$ cat config.mk
export PLATFORM = sky130hd
export DESIGN_NAME = particle_to_grid_cell_binning
export DESIGN_NICKNAME = d
export VERILOG_FILES = /design/src/hw/rtl/pgb_pkg.sv /design/src/hw/rtl/pgb_div.sv /design/src/hw/rtl/pgb_datapath.sv /design/src/hw/rtl/pgb_ctrl.sv /design/src/hw/rtl/particle_to_grid_cell_binning.sv
export SDC_FILE = /design/constraint.sdc
export NUM_CORES = 2
export LEC_CHECK = 0
export ABC_AREA = 1
export BUFFER_PORTS_ARGS = -buffer_cell sky130_fd_sc_hd__buf_2
export CAP_MARGIN = 10
export CORE_AREA = 4 4 454 456
export CTS_BUF_LIST = sky130_fd_sc_hd__clkbuf_2
export DETAILED_ROUTE_END_ITERATION = 12
export DIE_AREA = 0 0 458 460
export SLEW_MARGIN = 20
export SYNTH_ARGS = -nofsm -noshare
export SYNTH_HDL_FRONTEND = slang
export SYNTH_SLANG_ARGS = --single-unit
export TNS_END_PERCENT = 50
$ cat constraint.sdc
create_clock -name clk -period 6.6 [get_ports clk]
set_input_delay 0.66 -clock clk [delete_from_list [all_inputs] [get_ports clk]]
set_output_delay 0.66 -clock clk [all_outputs]
set_load 0.01 [all_outputs]
$ cat src/hw/rtl/pgb_pkg.sv
// ----------------------------------------------------------------------------
// pgb_pkg
// Shared types, widths and helpers for the particle-to-grid cell binning block.
// ----------------------------------------------------------------------------
package pgb_pkg;

  // Block configuration
  localparam int NUM_DIMS          = 3;
  localparam int MAX_CELLS_PER_DIM = 256;
  localparam int MAX_SPAN          = 3;

  // Fixed field widths
  localparam int DIMS       = 3;             // physical axes x, y, z
  localparam int COORD_W    = 24;            // unsigned Q16.8
  localparam int SUM_W      = COORD_W + 1;   // centre + radius
  localparam int TAG_W      = 16;
  localparam int IDX_W      = 24;
  localparam int CELLS_W    = 9;
  localparam int WIDTH_W    = 24;
  localparam int CFG_DATA_W = 24;
  localparam int CFG_IDX_W  = 3;

  // Derived widths
  localparam int QUOT_W    = $clog2(MAX_CELLS_PER_DIM) + 1;     // saturating quotient
  localparam int NC_W      = $clog2(MAX_CELLS_PER_DIM + 1);
  localparam int K_W       = (NC_W > QUOT_W) ? NC_W : QUOT_W;  // cell number width
  localparam int SPAN_W    = $clog2(MAX_SPAN + 1);
  localparam int DIV_CNT_W = $clog2(QUOT_W);

  // Reset values of the configuration registers
  localparam logic [CELLS_W-1:0] CELLS_RESET = CELLS_W'(1);
  localparam logic [WIDTH_W-1:0] WIDTH_RESET = WIDTH_W'(512);

  typedef enum logic [CFG_IDX_W-1:0] {
    REG_CELLS_X,
    REG_CELLS_Y,
    REG_CELLS_Z,
    REG_WIDTH_X,
    REG_WIDTH_Y,
    REG_WIDTH_Z
  } cfg_reg_t;

  typedef enum logic [2:0] {
    S_IDLE,
    S_DIVIDE,
    S_BOUNDS,
    S_CHECK,
    S_INDEX1,
    S_INDEX2,
    S_EMIT,
    S_OVF
  } state_t;

  typedef struct packed {
    logic load;      // latch particle, start dividers
    logic div_step;  // one quotient bit
    logic bounds;    // latch kmin/kmax
    logic check;     // latch spans, first products
    logic index1;    // row product
    logic index2;    // start index
    logic emit;      // write cell result, advance walk
    logic emit_ovf;  // write overflow result
  } dp_cmd_t;

  typedef struct packed {
    logic empty;
    logic ovf;
    logic last;
  } dp_status_t;

  // Cell count with 0 taken as 1 and clamped to the supported maximum
  function automatic logic [K_W-1:0] eff_cells(input logic [CELLS_W-1:0] raw);
    int v;
    v = int'(raw);
    if (v == 0) v = 1;
    if (v > MAX_CELLS_PER_DIM) v = MAX_CELLS_PER_DIM;
    return K_W'(v);
  endfunction

  // Index product, modulo 2^IDX_W
  function automatic logic [IDX_W-1:0] mul_idx(input logic [IDX_W-1:0] a,
                                              input logic [IDX_W-1:0] b);
    logic [IDX_W-1:0] p;
    p = a * b;
    return p;
  endfunction

endpackage

$ cat src/hw/rtl/pgb_div.sv
// ----------------------------------------------------------------------------
// pgb_div
// Bit-serial restoring divider with a saturating quotient, one bit per step.
// ----------------------------------------------------------------------------
module pgb_div (
  input  logic                        clk,
  input  logic                        load,
  input  logic                        step,
  input  logic [pgb_pkg::SUM_W-1:0]   dividend,
  input  logic [pgb_pkg::WIDTH_W-1:0] divisor,
  output logic [pgb_pkg::QUOT_W-1:0]  quot
);

  localparam int QW = pgb_pkg::QUOT_W;
  localparam int SW = pgb_pkg::SUM_W;
  localparam int WW = pgb_pkg::WIDTH_W;

  logic [WW-1:0]    rem;
  logic [WW-1:0]    dvs;
  logic [QW-1:0]    dvd_lo;
  logic [QW-1:0]    quot_q;
  logic             sat;
  logic [SW-QW-1:0] dvd_hi;
  logic [WW:0]      trial;
  logic [WW:0]      diff;
  logic             ge;

  assign dvd_hi = dividend[SW-1:QW];
  assign trial  = {rem, dvd_lo[QW-1]};
  assign diff   = trial - {1'b0, dvs};
  assign ge     = (trial >= {1'b0, dvs});

  // quotient >= 2^QW is reported as all ones
  always_ff @(posedge clk) begin
    if (load) begin
      dvs    <= divisor;
      sat    <= (WW'(dvd_hi) >= divisor);
      rem    <= WW'(dvd_hi);
      dvd_lo <= dividend[QW-1:0];
      quot_q <= '0;
    end else if (step) begin
      rem    <= ge ? diff[WW-1:0] : trial[WW-1:0];
      dvd_lo <= {dvd_lo[QW-2:0], 1'b0};
      quot_q <= {quot_q[QW-2:0], ge};
    end
  end

  assign quot = sat ? '1 : quot_q;

endmodule

$ cat src/hw/rtl/pgb_datapath.sv
// ----------------------------------------------------------------------------
// pgb_datapath
// Config registers, per-axis range dividers, cell walk and result register.
// ----------------------------------------------------------------------------
module pgb_datapath (
  input  logic                           clk,
  input  logic                           rst,
  input  logic                           cfg_we,
  input  logic [pgb_pkg::CFG_IDX_W-1:0]  cfg_index,
  input  logic [pgb_pkg::CFG_DATA_W-1:0] cfg_data,
  input  logic [pgb_pkg::COORD_W-1:0]    pos_x,
  input  logic [pgb_pkg::COORD_W-1:0]    pos_y,
  input  logic [pgb_pkg::COORD_W-1:0]    pos_z,
  input  logic [pgb_pkg::COORD_W-1:0]    radius,
  input  logic [pgb_pkg::TAG_W-1:0]      particle_tag,
  input  logic                           final_particle,
  input  pgb_pkg::dp_cmd_t               cmd,
  output pgb_pkg::dp_status_t            status,
  output logic [pgb_pkg::TAG_W-1:0]      tag_out,
  output logic [pgb_pkg::IDX_W-1:0]      cell_index,
  output logic                           last_cell,
  output logic                           batch_end,
  output logic                           overflow
);

  localparam int D   = pgb_pkg::DIMS;
  localparam int CW  = pgb_pkg::COORD_W;
  localparam int SUW = pgb_pkg::SUM_W;
  localparam int WW  = pgb_pkg::WIDTH_W;
  localparam int QW  = pgb_pkg::QUOT_W;
  localparam int KW  = pgb_pkg::K_W;
  localparam int SPW = pgb_pkg::SPAN_W;
  localparam int IW  = pgb_pkg::IDX_W;
  localparam int NW  = pgb_pkg::CELLS_W;

  logic [NW-1:0]  cells_q [D];
  logic [WW-1:0]  width_q [D];
  logic [CW-1:0]  pos_a   [D];
  logic [KW-1:0]  nc_eff  [D];
  logic [KW-1:0]  ncm1    [D];
  logic [KW-1:0]  kmin_c  [D];
  logic [KW-1:0]  kmax_c  [D];
  logic [KW-1:0]  kmin_q  [D];
  logic [KW-1:0]  kmax_q  [D];
  logic [KW-1:0]  kdiff   [D];
  logic [D-1:0]   emp;
  logic [D-1:0]   ov;
  logic [SPW-1:0] spm1    [D];
  logic [SPW-1:0] cnt     [D];

  logic [pgb_pkg::TAG_W-1:0] tag_q;
  logic                      fin_q;
  logic [IW-1:0]             m1;
  logic [IW-1:0]             nxy;
  logic [IW-1:0]             prod;
  logic [IW-1:0]             idx;
  logic [IW-1:0]             ybase;
  logic [IW-1:0]             zbase;
  logic [IW-1:0]             stride_y;
  logic                      walk_last;

  assign pos_a[0] = pos_x;
  assign pos_a[1] = pos_y;
  assign pos_a[2] = pos_z;

  // Configuration registers
  always_ff @(posedge clk) begin
    if (rst) begin
      for (int d = 0; d < D; d++) begin
        cells_q[d] <= pgb_pkg::CELLS_RESET;
        width_q[d] <= pgb_pkg::WIDTH_RESET;
      end
    end else if (cfg_we) begin
      unique case (cfg_index)
        pgb_pkg::REG_CELLS_X: cells_q[0] <= cfg_data[NW-1:0];
        pgb_pkg::REG_CELLS_Y: cells_q[1] <= cfg_data[NW-1:0];
        pgb_pkg::REG_CELLS_Z: cells_q[2] <= cfg_data[NW-1:0];
        pgb_pkg::REG_WIDTH_X: width_q[0] <= cfg_data[WW-1:0];
        pgb_pkg::REG_WIDTH_Y: width_q[1] <= cfg_data[WW-1:0];
        pgb_pkg::REG_WIDTH_Z: width_q[2] <= cfg_data[WW-1:0];
        default: ;
      endcase
    end
  end

  always_comb begin
    for (int d = 0; d < D; d++) begin
      nc_eff[d] = pgb_pkg::eff_cells(cells_q[d]);
      ncm1[d]   = nc_eff[d] - KW'(1);
    end
  end

  // Per-axis cell range: kmin = (lo-1)/w, kmax = min(hi/w, n-1)
  for (genvar d = 0; d < D; d++) begin : g_dim
    if (d < pgb_pkg::NUM_DIMS) begin : g_used
      logic [WW-1:0]  wdiv;
      logic [SUW-1:0] hi_sum;
      logic [CW-1:0]  lo_m1;
      logic           lo_neg;
      logic [QW-1:0]  qlo;
      logic [QW-1:0]  qhi;
      logic [KW-1:0]  qhi_k;

      assign wdiv   = (width_q[d] == '0) ? WW'(1) : width_q[d];
      assign hi_sum = SUW'(pos_a[d]) + SUW'(radius);
      assign lo_m1  = pos_a[d] - radius - CW'(1);

      always_ff @(posedge clk) begin
        if (cmd.load) begin
          lo_neg <= (pos_a[d] <= radius);
        end
      end

      pgb_div u_div_lo (
        .clk      (clk),
        .load     (cmd.load),
        .step     (cmd.div_step),
        .dividend (SUW'(lo_m1)),
        .divisor  (wdiv),
        .quot     (qlo)
      );

      pgb_div u_div_hi (
        .clk      (clk),
        .load     (cmd.load),
        .step     (cmd.div_step),
        .dividend (hi_sum),
        .divisor  (wdiv),
        .quot     (qhi)
      );

      assign qhi_k     = KW'(qhi);
      assign kmin_c[d] = lo_neg ? '0 : KW'(qlo);
      assign kmax_c[d] = (qhi_k > ncm1[d]) ? ncm1[d] : qhi_k;
    end else begin : g_unused
      assign kmin_c[d] = '0;
      assign kmax_c[d] = '0;
    end
  end

  always_comb begin
    for (int d = 0; d < D; d++) begin
      kdiff[d] = kmax_q[d] - kmin_q[d];
      emp[d]   = (kmin_q[d] > kmax_q[d]);
      ov[d]    = (kdiff[d] >= KW'(pgb_pkg::MAX_SPAN));
    end
  end

  assign walk_last = (cnt[0] == '0) && (cnt[1] == '0) && (cnt[2] == '0);
  assign stride_y  = IW'(nc_eff[0]);

  assign status.empty = |emp;
  assign status.ovf   = |ov;
  assign status.last  = walk_last;

  // Particle latch, bounds, index set-up and cell walk
  always_ff @(posedge clk) begin
    if (cmd.load) begin
      tag_q <= particle_tag;
      fin_q <= final_particle;
    end
    if (cmd.bounds) begin
      for (int d = 0; d < D; d++) begin
        kmin_q[d] <= kmin_c[d];
        kmax_q[d] <= kmax_c[d];
      end
    end
    if (cmd.check) begin
      for (int d = 0; d < D; d++) begin
        spm1[d] <= kdiff[d][SPW-1:0];
        cnt[d]  <= kdiff[d][SPW-1:0];
      end
      m1  <= pgb_pkg::mul_idx(IW'(nc_eff[1]), IW'(kmax_q[2]));
      nxy <= pgb_pkg::mul_idx(IW'(nc_eff[0]), IW'(nc_eff[1]));
    end
    if (cmd.index1) begin
      prod <= pgb_pkg::mul_idx(IW'(nc_eff[0]), m1 + IW'(kmax_q[1]));
    end
    if (cmd.index2) begin
      idx   <= prod + IW'(kmax_q[0]);
      ybase <= prod + IW'(kmax_q[0]);
      zbase <= prod + IW'(kmax_q[0]);
    end
    if (cmd.emit) begin
      priority if (cnt[0] != '0) begin
        cnt[0] <= cnt[0] - SPW'(1);
        idx    <= idx - IW'(1);
      end else if (cnt[1] != '0) begin
        cnt[0] <= spm1[0];
        cnt[1] <= cnt[1] - SPW'(1);
        ybase  <= ybase - stride_y;
        idx    <= ybase - stride_y;
      end else if (cnt[2] != '0) begin
        cnt[0] <= spm1[0];
        cnt[1] <= spm1[1];
        cnt[2] <= cnt[2] - SPW'(1);
        zbase  <= zbase - nxy;
        ybase  <= zbase - nxy;
        idx    <= zbase - nxy;
      end else begin
        // last cell of the walk, counters stay at zero
      end
    end
  end

  // Result register
  always_ff @(posedge clk) begin
    if (cmd.emit) begin
      tag_out    <= tag_q;
      cell_index <= idx;
      last_cell  <= walk_last;
      batch_end  <= walk_last & fin_q;
      overflow   <= 1'b0;
    end else if (cmd.emit_ovf) begin
      tag_out    <= tag_q;
      cell_index <= '0;
      last_cell  <= 1'b1;
      batch_end  <= fin_q;
      overflow   <= 1'b1;
    end
  end

endmodule

$ cat src/hw/rtl/pgb_ctrl.sv
// ----------------------------------------------------------------------------
// pgb_ctrl
// Sequencer: divide, bound, check, set-up; a result per cycle unless stalled.
// ----------------------------------------------------------------------------
module pgb_ctrl (
  input  logic                clk,
  input  logic                rst,
  input  logic                in_valid,
  output logic                in_ready,
  output logic                out_valid,
  input  logic                out_ready,
  output pgb_pkg::dp_cmd_t    cmd,
  input  pgb_pkg::dp_status_t status
);

  localparam int DCW = pgb_pkg::DIV_CNT_W;

  pgb_pkg::state_t state;
  pgb_pkg::state_t state_next;
  logic [DCW-1:0]  div_cnt;
  logic            emit_ok;

  // result register free, or being emptied this cycle
  assign emit_ok = !out_valid || out_ready;

  always_ff @(posedge clk) begin
    if (rst) begin
      state     <= pgb_pkg::S_IDLE;
      out_valid <= 1'b0;
    end else begin
      state <= state_next;
      if (cmd.emit || cmd.emit_ovf) begin
        out_valid <= 1'b1;
      end else if (out_ready) begin
        out_valid <= 1'b0;
      end
    end
  end

  always_ff @(posedge clk) begin
    if (cmd.load) begin
      div_cnt <= DCW'(pgb_pkg::QUOT_W - 1);
    end else if (cmd.div_step) begin
      div_cnt <= div_cnt - DCW'(1);
    end
  end

  always_comb begin
    state_next = state;
    unique case (state)
      pgb_pkg::S_IDLE:   if (in_valid) state_next = pgb_pkg::S_DIVIDE;
      pgb_pkg::S_DIVIDE: if (div_cnt == '0) state_next = pgb_pkg::S_BOUNDS;
      pgb_pkg::S_BOUNDS: state_next = pgb_pkg::S_CHECK;
      pgb_pkg::S_CHECK: begin
        priority if (status.empty) state_next = pgb_pkg::S_IDLE;
        else if (status.ovf)       state_next = pgb_pkg::S_OVF;
        else                       state_next = pgb_pkg::S_INDEX1;
      end
      pgb_pkg::S_INDEX1: state_next = pgb_pkg::S_INDEX2;
      pgb_pkg::S_INDEX2: state_next = pgb_pkg::S_EMIT;
      pgb_pkg::S_EMIT:   if (emit_ok && status.last) state_next = pgb_pkg::S_IDLE;
      pgb_pkg::S_OVF:    if (emit_ok) state_next = pgb_pkg::S_IDLE;
      default:           state_next = pgb_pkg::S_IDLE;
    endcase
  end

  always_comb begin
    cmd          = '0;
    in_ready     = (state == pgb_pkg::S_IDLE);
    cmd.load     = (state == pgb_pkg::S_IDLE) && in_valid;
    cmd.div_step = (state == pgb_pkg::S_DIVIDE);
    cmd.bounds   = (state == pgb_pkg::S_BOUNDS);
    cmd.check    = (state == pgb_pkg::S_CHECK);
    cmd.index1   = (state == pgb_pkg::S_INDEX1);
    cmd.index2   = (state == pgb_pkg::S_INDEX2);
    cmd.emit     = (state == pgb_pkg::S_EMIT) && emit_ok;
    cmd.emit_ovf = (state == pgb_pkg::S_OVF) && emit_ok;
  end

  a_accept_divides: assert property (@(posedge clk) disable iff (rst)
    (in_valid && in_ready) |=> (state == pgb_pkg::S_DIVIDE))
    else $error("accepted transaction did not start division");

  a_emit_fills_out: assert property (@(posedge clk) disable iff (rst)
    (cmd.emit || cmd.emit_ovf) |=> out_valid)
    else $error("result written but out_valid low");

  a_last_ends_walk: assert property (@(posedge clk) disable iff (rst)
    (cmd.emit && status.last) |=> (state == pgb_pkg::S_IDLE))
    else $error("cell walk continued past last cell");

  a_cmd_onehot: assert property (@(posedge clk) disable iff (rst)
    $onehot0(cmd))
    else $error("more than one datapath command active");

endmodule

$ cat src/hw/rtl/particle_to_grid_cell_binning.sv
// ----------------------------------------------------------------------------
// particle_to_grid_cell_binning
// Uniform-grid broad-phase binning: emits the cells that a particle touches.
// ----------------------------------------------------------------------------
// One particle is taken at a time. After the input transaction, two
// bit-serial dividers per axis with a 9-bit quotient find the first and
// last overlapped cell; the bound and check steps then tell whether the
// item is empty (no result) or overflowing (one overflow result). Otherwise
// two set-up steps find the starting cell index, then one result
// transaction leaves per cycle while the consumer keeps up, 27 at most.
// The next particle is accepted in the cycle after the last result is
// written; a finished result may still sit in the output register then.
// Configuration writes must only be issued while the block is idle.
// ----------------------------------------------------------------------------
module particle_to_grid_cell_binning (
  input  logic                           clk,
  input  logic                           rst,
  // configuration write port
  input  logic                           cfg_we,
  input  logic [pgb_pkg::CFG_IDX_W-1:0]  cfg_index,
  input  logic [pgb_pkg::CFG_DATA_W-1:0] cfg_data,
  // particle input channel
  input  logic                           in_valid,
  output logic                           in_ready,
  input  logic [pgb_pkg::COORD_W-1:0]    pos_x,
  input  logic [pgb_pkg::COORD_W-1:0]    pos_y,
  input  logic [pgb_pkg::COORD_W-1:0]    pos_z,
  input  logic [pgb_pkg::COORD_W-1:0]    radius,
  input  logic [pgb_pkg::TAG_W-1:0]      particle_tag,
  input  logic                           final_particle,
  // cell result channel
  output logic                           out_valid,
  input  logic                           out_ready,
  output logic [pgb_pkg::TAG_W-1:0]      tag_out,
  output logic [pgb_pkg::IDX_W-1:0]      cell_index,
  output logic                           last_cell,
  output logic                           batch_end,
  output logic                           overflow
);

  // Controller issues at most one command per cycle; datapath answers with
  // empty / overflow (valid in the check cycle) and end-of-walk.
  pgb_pkg::dp_cmd_t    cmd;
  pgb_pkg::dp_status_t status;

  pgb_ctrl u_ctrl (
    .clk       (clk),
    .rst       (rst),
    .in_valid  (in_valid),
    .in_ready  (in_ready),
    .out_valid (out_valid),
    .out_ready (out_ready),
    .cmd       (cmd),
    .status    (status)
  );

  // Datapath: config registers, dividers, cell walk (x fastest, each axis
  // descending) and the output register that decouples the two channels.
  pgb_datapath u_dp (
    .clk            (clk),
    .rst            (rst),
    .cfg_we         (cfg_we),
    .cfg_index      (cfg_index),
    .cfg_data       (cfg_data),
    .pos_x          (pos_x),
    .pos_y          (pos_y),
    .pos_z          (pos_z),
    .radius         (radius),
    .particle_tag   (particle_tag),
    .final_particle (final_particle),
    .cmd            (cmd),
    .status         (status),
    .tag_out        (tag_out),
    .cell_index     (cell_index),
    .last_cell      (last_cell),
    .batch_end      (batch_end),
    .overflow       (overflow)
  );

endmodule

; Word level (Yosys, flattened, before mapping)
; Memories as Yosys holds them, arrays and structs flattened.
; Cells that the tools add are included.
; Widths: inputs -> output; s select.
[op_classes]
addsub = 30
multipliers = 3
n_lt_le_gt_ge = 27
eq_ne = 16
n_mux = 137
bitwise_logic = 13
n_reduce_logical = 30
[op_table]
columns = cell, count
row1 = $mux 24, 29
row2 = $mux 9, 33
row3 = $sub 24x24->24, 9
row4 = $ge 25x24->1, 6
row5 = $mux 16, 8
row6 = $sub 24x1->24 const B, 4
row7 = $mux 15, 6
row8 = $add 24x24->25, 3
row9 = $ge 15x24->1, 3
row10 = $ge 16x24->1, 3
row11 = $le 24x24->1, 3
row12 = $logic_not 24->1, 3
row13 = $gt 9x9->1, 6
row14 = $mux 1, 48
row15 = $mul 9x9->18, 2
row16 = $ge 9x2->1 const B, 3
row17 = $gt 9x9->1 const B, 3
row18 = $logic_not 9->1, 3
row19 = $sub 9x1->9 const B, 3
row20 = $sub 9x9->9, 3
row21 = $add 24x9->24, 1
row22 = $mul 9x24->24, 1
row23 = $pmux 3 s8, 1
row24 = $sub 24x18->24, 1
row25 = other kinds (22), 71
[totals]
register_bits = 533
mem_bits_rw = 165
input_bits = 145
out_inout_bits = 45
word_cells = 314
n_memories = 6
[memory_table]
columns = memory, words, width, read_ports, rd_clocked_by_memory_dff, write_ports, line
row1 = u_dp.width_q, 3, 24, 3, 0, 3, pgb_datapath.sv:37  ; logic [WW-1:0] width_q [D];
row2 = u_dp.cells_q, 3, 9, 3, 0, 3, pgb_datapath.sv:36  ; logic [NW-1:0] cells_q [D];
row3 = u_dp.kmax_q, 3, 9, 3, 0, 3, pgb_datapath.sv:44  ; logic [KW-1:0] kmax_q [D];
row4 = u_dp.kmin_q, 3, 9, 3, 0, 3, pgb_datapath.sv:43  ; logic [KW-1:0] kmin_q [D];
row5 = u_dp.cnt, 3, 2, 3, 0, 3, pgb_datapath.sv:49  ; logic [SPW-1:0] cnt [D];
row6 = u_dp.spm1, 3, 2, 2, 0, 3, pgb_datapath.sv:48  ; logic [SPW-1:0] spm1 [D];

; Logic depth before layout (Yosys ltp)
; An unclocked memory read counts as a cell.
[logic_depth]
ltp_word = 9
mapped_depth = 31
mapped_depth_nobuf = 30

; Cells and area by module
; Synthesis repeated with hierarchy kept, for this count alone.
[unflattened]
cells_unflattened = 8814
hier_area_um2 = 66610.1
[modules_own_cells]
columns = module, n_inst, cells_per_inst, area_per_inst_um2, seq_area_each_um2
row1 = pgb_datapath, 1, 4823, 37223.2, 10019.6
row2 = pgb_div, 6, 652, 4817.1, 1841.8
row3 = pgb_ctrl, 1, 79, 484.2, 160.2

; Least setup slack after synthesis
; OpenSTA, ideal clock, no wires.
[synth_path]
path_kind = register to register
from = memory u_dp.kmax_q[0][9] (netlist bit)
to = register u_dp.prod[23], data pin
setup_ps = 252
t_arrival_ps = 5394
required_ps = 6348
setup_slack_ps = 954
stages_incl_launch_ff = 26
path_buffers = 0
synth_period_minus_slack_ps = 5646
path_cell_list = edfxtp_1 > ha_1 > inv_1 > fa_1 > nand3b_1 > nand2_1 > nand3_1 > a21oi_1 > a21oi_1 > xnor2_1 > inv_1 > nor2_1 > fa_1 > fa_1 > fa_1 > inv_1 > fa_1 > inv_1 > ha_1 > nand2_1 > nor4_1 > nand4_1 > nand3_1 > a21oi_1 > nand3_1 > nand2_1
[synth_rtl]
columns = item, line
row1 = start: declaration, pgb_datapath.sv:44
row2 = end signal: assignment, pgb_datapath.sv:177  ; prod <= pgb_pkg::mul_idx(IW'(nc_eff[0]), m1 + IW'(kmax_q[1]));
row3 = end: declaration, pgb_datapath.sv:55  ; logic [IW-1:0] prod;

==> flow_summary_export.csv <==
group,metric,value,unit
run_status,status,"complete, no violations",
floorplan,num_io_pins,190,
global_route,grt_max_degree,156,
yosys,syn-num-nets,8753,
clocking,htree_levels,4,
global_route,antenna_found_initial,11,
floorplan,dieArea,210700,um^2
critical_path,cpPeakStageDelay,0.53,ns
sta,finalSetupViolations,0,
sta,fin_crit_sh,95.07,%
yosys,avgSynthCellArea,7.748,um^2
yosys,synthCells,7772,
sta,rsz0062_at_grt,"false",
floorplan,start_util,29.86,%
critical_path,cp_data_required_time,7.90,ns
route,wire_per_inst,17.61,um
critical_path,cp.arrival,7.57,ns
route,via_count,53878,
sta,max_freq,159.4,MHz
critical_path,r2r-end,"u_dp.prod[23]",
yosys,ys_seq_elements,696,
clocking,cts_buffers,186,
yosys,seq_area_frac_synth,31.62,%
clocking,clockRootBuffer,"clkbuf_2",
floorplan,die_w,458,um
route,ant_nets,0,
finish,mostFrequentLayoutCell,"nand2_1",
critical_path,critPathSlowestCell,"fa_1",
power_and_ir_drop,power_density,356.3,nW/um^2
critical_path,endpoint_kind,"register",
route,drt_iter0_drc,3596,
yosys,synth_area_leaders,"edfxtp_1 25%, ha_1 13%, nand2_1 11%",
sta,worstMarginPinSlew,1.129,ns
yosys,synthesis.area,60220,um^2
placement,globalplace.congestion,0.9452,
clocking,path_clk_slew,0.11,ns
sta,slew_headroom,24.75,%
finish,finalNetCount,9258,
critical_path,r2r-start,"u_dp.kmax_q[0][9]",
sta,min_period,6.275,ns
power_and_ir_drop,leakage,0.03283,uW
floorplan,coreArea,201700,um^2
critical_path,start_kind,"register",
global_route,grt_pass1_vias,53458,
route,routed_wirelength,195.8,mm
finish,stdcell_count,11118,
route,vias_per_cell,4.846,
placement,io_buffers,189,
critical_path,rrSetupSlack,0.33,ns
hold_path,whs_path_depth,4,
finish,final_cell_mix,"1693 x nand2_1, 1235 x inv_1, 637 x nor2_1",
sta,slew_violations,0,
hold_path,hold_end,"u_dp.width_q[0][58]",
placement,place_hpwl,155.9,mm
hold_path,hold_path.startpoint,"cfg_data[10]",
yosys,synth_area_leader_cell,"edfxtp_1",
sta,hold_violations,0,
clocking,clockBufferDepth,3,
sta,fin_tns_setup,0,ns
finish,fin_util,34.33,%
yosys,synth_cell_type_count,66,
power_and_ir_drop,ir_drop,0.3287,mV
placement,dp_cells,10418,
yosys,synth_top_area_share,25.43,%
route,drcViolationCount,0,
critical_path,crit_fanout,7,
critical_path,r2r_cells,28,
sta,setup_ws,0.3252,ns
floorplan,rows,165,
run,drv_cap,0,
global_route,gr-total-overflow,0,
global_route,grt_pass1_wl,302.3,mm
finish,fillers,21214,
yosys,synth-main-ff-cell,"edfxtp_1",
clocking,clk-insertion-delay-late,1.66,ns
clocking,cts.sinks,696,
finish,drive_gt1_share,7.567,%
hold_path,hold_path.class,"primary input to register",
placement,place_ws,0.03190,ns
finish,area_growth,14.99,%
global_route,gr-usage-all-layers,18.18,%
route,dr.pass1.iters,7,
yosys,synth_edf_count,510,
sta,clock_skew,0.1438,ns
floorplan,die_h,460,um
yosys,yosys_warnings,0,
clocking,cts_tree,"built",
critical_path,crit_type,"register to register",
yosys,synthArstFlopShare,0,%
per-layer routing:
metal	routed length (um)	track usage [%]	up-vias	part of all wire [%]
li1	-	-	26611	-
met1	83320	22.56	25310	43
met2	94450	31.61	1595	48
met3	10280	2.805	362	5.2
met4	7740	7.114	0	4.0
met5	0	0	-	0
power by group:
group	switching (uW)	leakage (uW)	internal (uW)	total, uW
Sequential	588	0.00639	6380	6960
Combinational	9190	0.0251	5150	14300
Clock	2080	0.00134	1280	3360
logic make-up after synthesis:
| logic type | after synthesis | share of synthesized area [%] |
|---|---|---|
| and+or+nand+nor | 2946 | 20.29 |
| buffers and inverters | 1526 | 9.695 |
| DFF | 696 | 31.62 |
| adders and majority gates | 836 | 20.29 |
| xor gates and xnor gates | 334 | 4.858 |
| AOI/OAI and AO/OA | 1433 | 13.24 |
| muxes | 1 | 0.01662 |
metrics by stage:
step / power (uW) / hold WS [ns] / cell area (um^2)
after global routing: 27170 / -0.02908 / 69230
after floorplan: 17440 / 0.4003 / 60220
after global placement: 20720 / 0.4003 / 63880
final: 24670 / 0.1755 / 69240
after detailed placement: 20910 / 0.4057 / 63880
after CTS: 24700 / 0.004414 / 69100
registers in the layout, indices dropped and copies added (netlist names), 27 cells and up:
| register | flops |
|---|---|
| u_dp.g_dim.g_used.u_div_hi.quot_q | 27 |
| u_dp.g_dim.g_used.u_div_lo.dvd_lo | 27 |
| u_dp.width_q | 72 |
| u_dp.g_dim.g_used.u_div_hi.rem | 72 |
| u_dp.g_dim.g_used.u_div_lo.quot_q | 27 |
| u_dp.g_dim.g_used.u_div_hi.dvd_lo | 27 |
| u_dp.kmax_q | 27 |
| u_dp.g_dim.g_used.u_div_lo.rem | 72 |
| u_dp.g_dim.g_used.u_div_lo.dvs | 72 |
| u_dp.kmin_q | 27 |
| u_dp.cells_q | 27 |
worst max-delay path: cells and delay by family (launching register included):
kind / cells / cell delay [ns]
AOI/OAI and AO/OA: 3 / 0.64
and+or+nand+nor: 12 / 1.49
buffers and inverters: 6 / 0.43
adders and majority gates: 7 / 3.09
DFF: 1 / 0.36
cell usage after synthesis (all sizes together) (36+ instances only):
cell and n:
a21o 45, a21oi 546, buf 81, clkbuf 183
dfxtp 186, edfxtp 510, fa 234, ha 602
inv 1253, nand2 1698, nand3 290, nand4 82
nor2 651, nor3 89, nor4 45, o211ai 56
o21ai 553, o21bai 36, o22ai 61, xnor2 95
xor2 239
repair_timing:
| action | 4_1_cts | 5_1_grt |
|---|---|---|
| hold buffers | 341 | 0 |
| setup endpoints to repair | 1 | 7 |
| gates resized for setup | 1 | 21 |
| buffers inserted | 0 | 2 |
| pin swaps | 0 | 2 |
| endpoints found under the hold margin | 423 | 0 |
layout make-up:
type	instances	area, um^2	share of cell area (%)
diodes	15	37.54	0.05421
clock buffers	262	1311	1.894
clock inverters	80	498.0	0.7192
inverters	1262	4755	6.867
multi-input cells	5550	35490	51.26
flip-flops and latches	696	19040	27.50
well taps	2672	3343	4.828
repair buffers	581	4767	6.885
how the worst max path moves through the flow:
stage | startpoint | end | slack [ns] | cells after the start
6_report | u_dp.kmax_q[0][9] | u_dp.prod[23] | 0.33 | 28
5_1_grt | u_dp.kmax_q[0][13] | u_dp.prod[23] | 0.004 | 27
4_1_cts | u_dp.kmax_q[0][9] | u_dp.prod[23] | 0.11 | 25
3_3_place_gp | u_dp.kmax_q[0][9] | u_dp.prod[23] | 0.11 | 25
2_1_floorplan | u_dp.kmax_q[0][9] | u_dp.prod[23] | 0.95 | 25
3_5_place_dp | u_dp.kmax_q[0][9] | u_dp.prod[23] | 0.03 | 25
(Power assumes the default switching activity.)
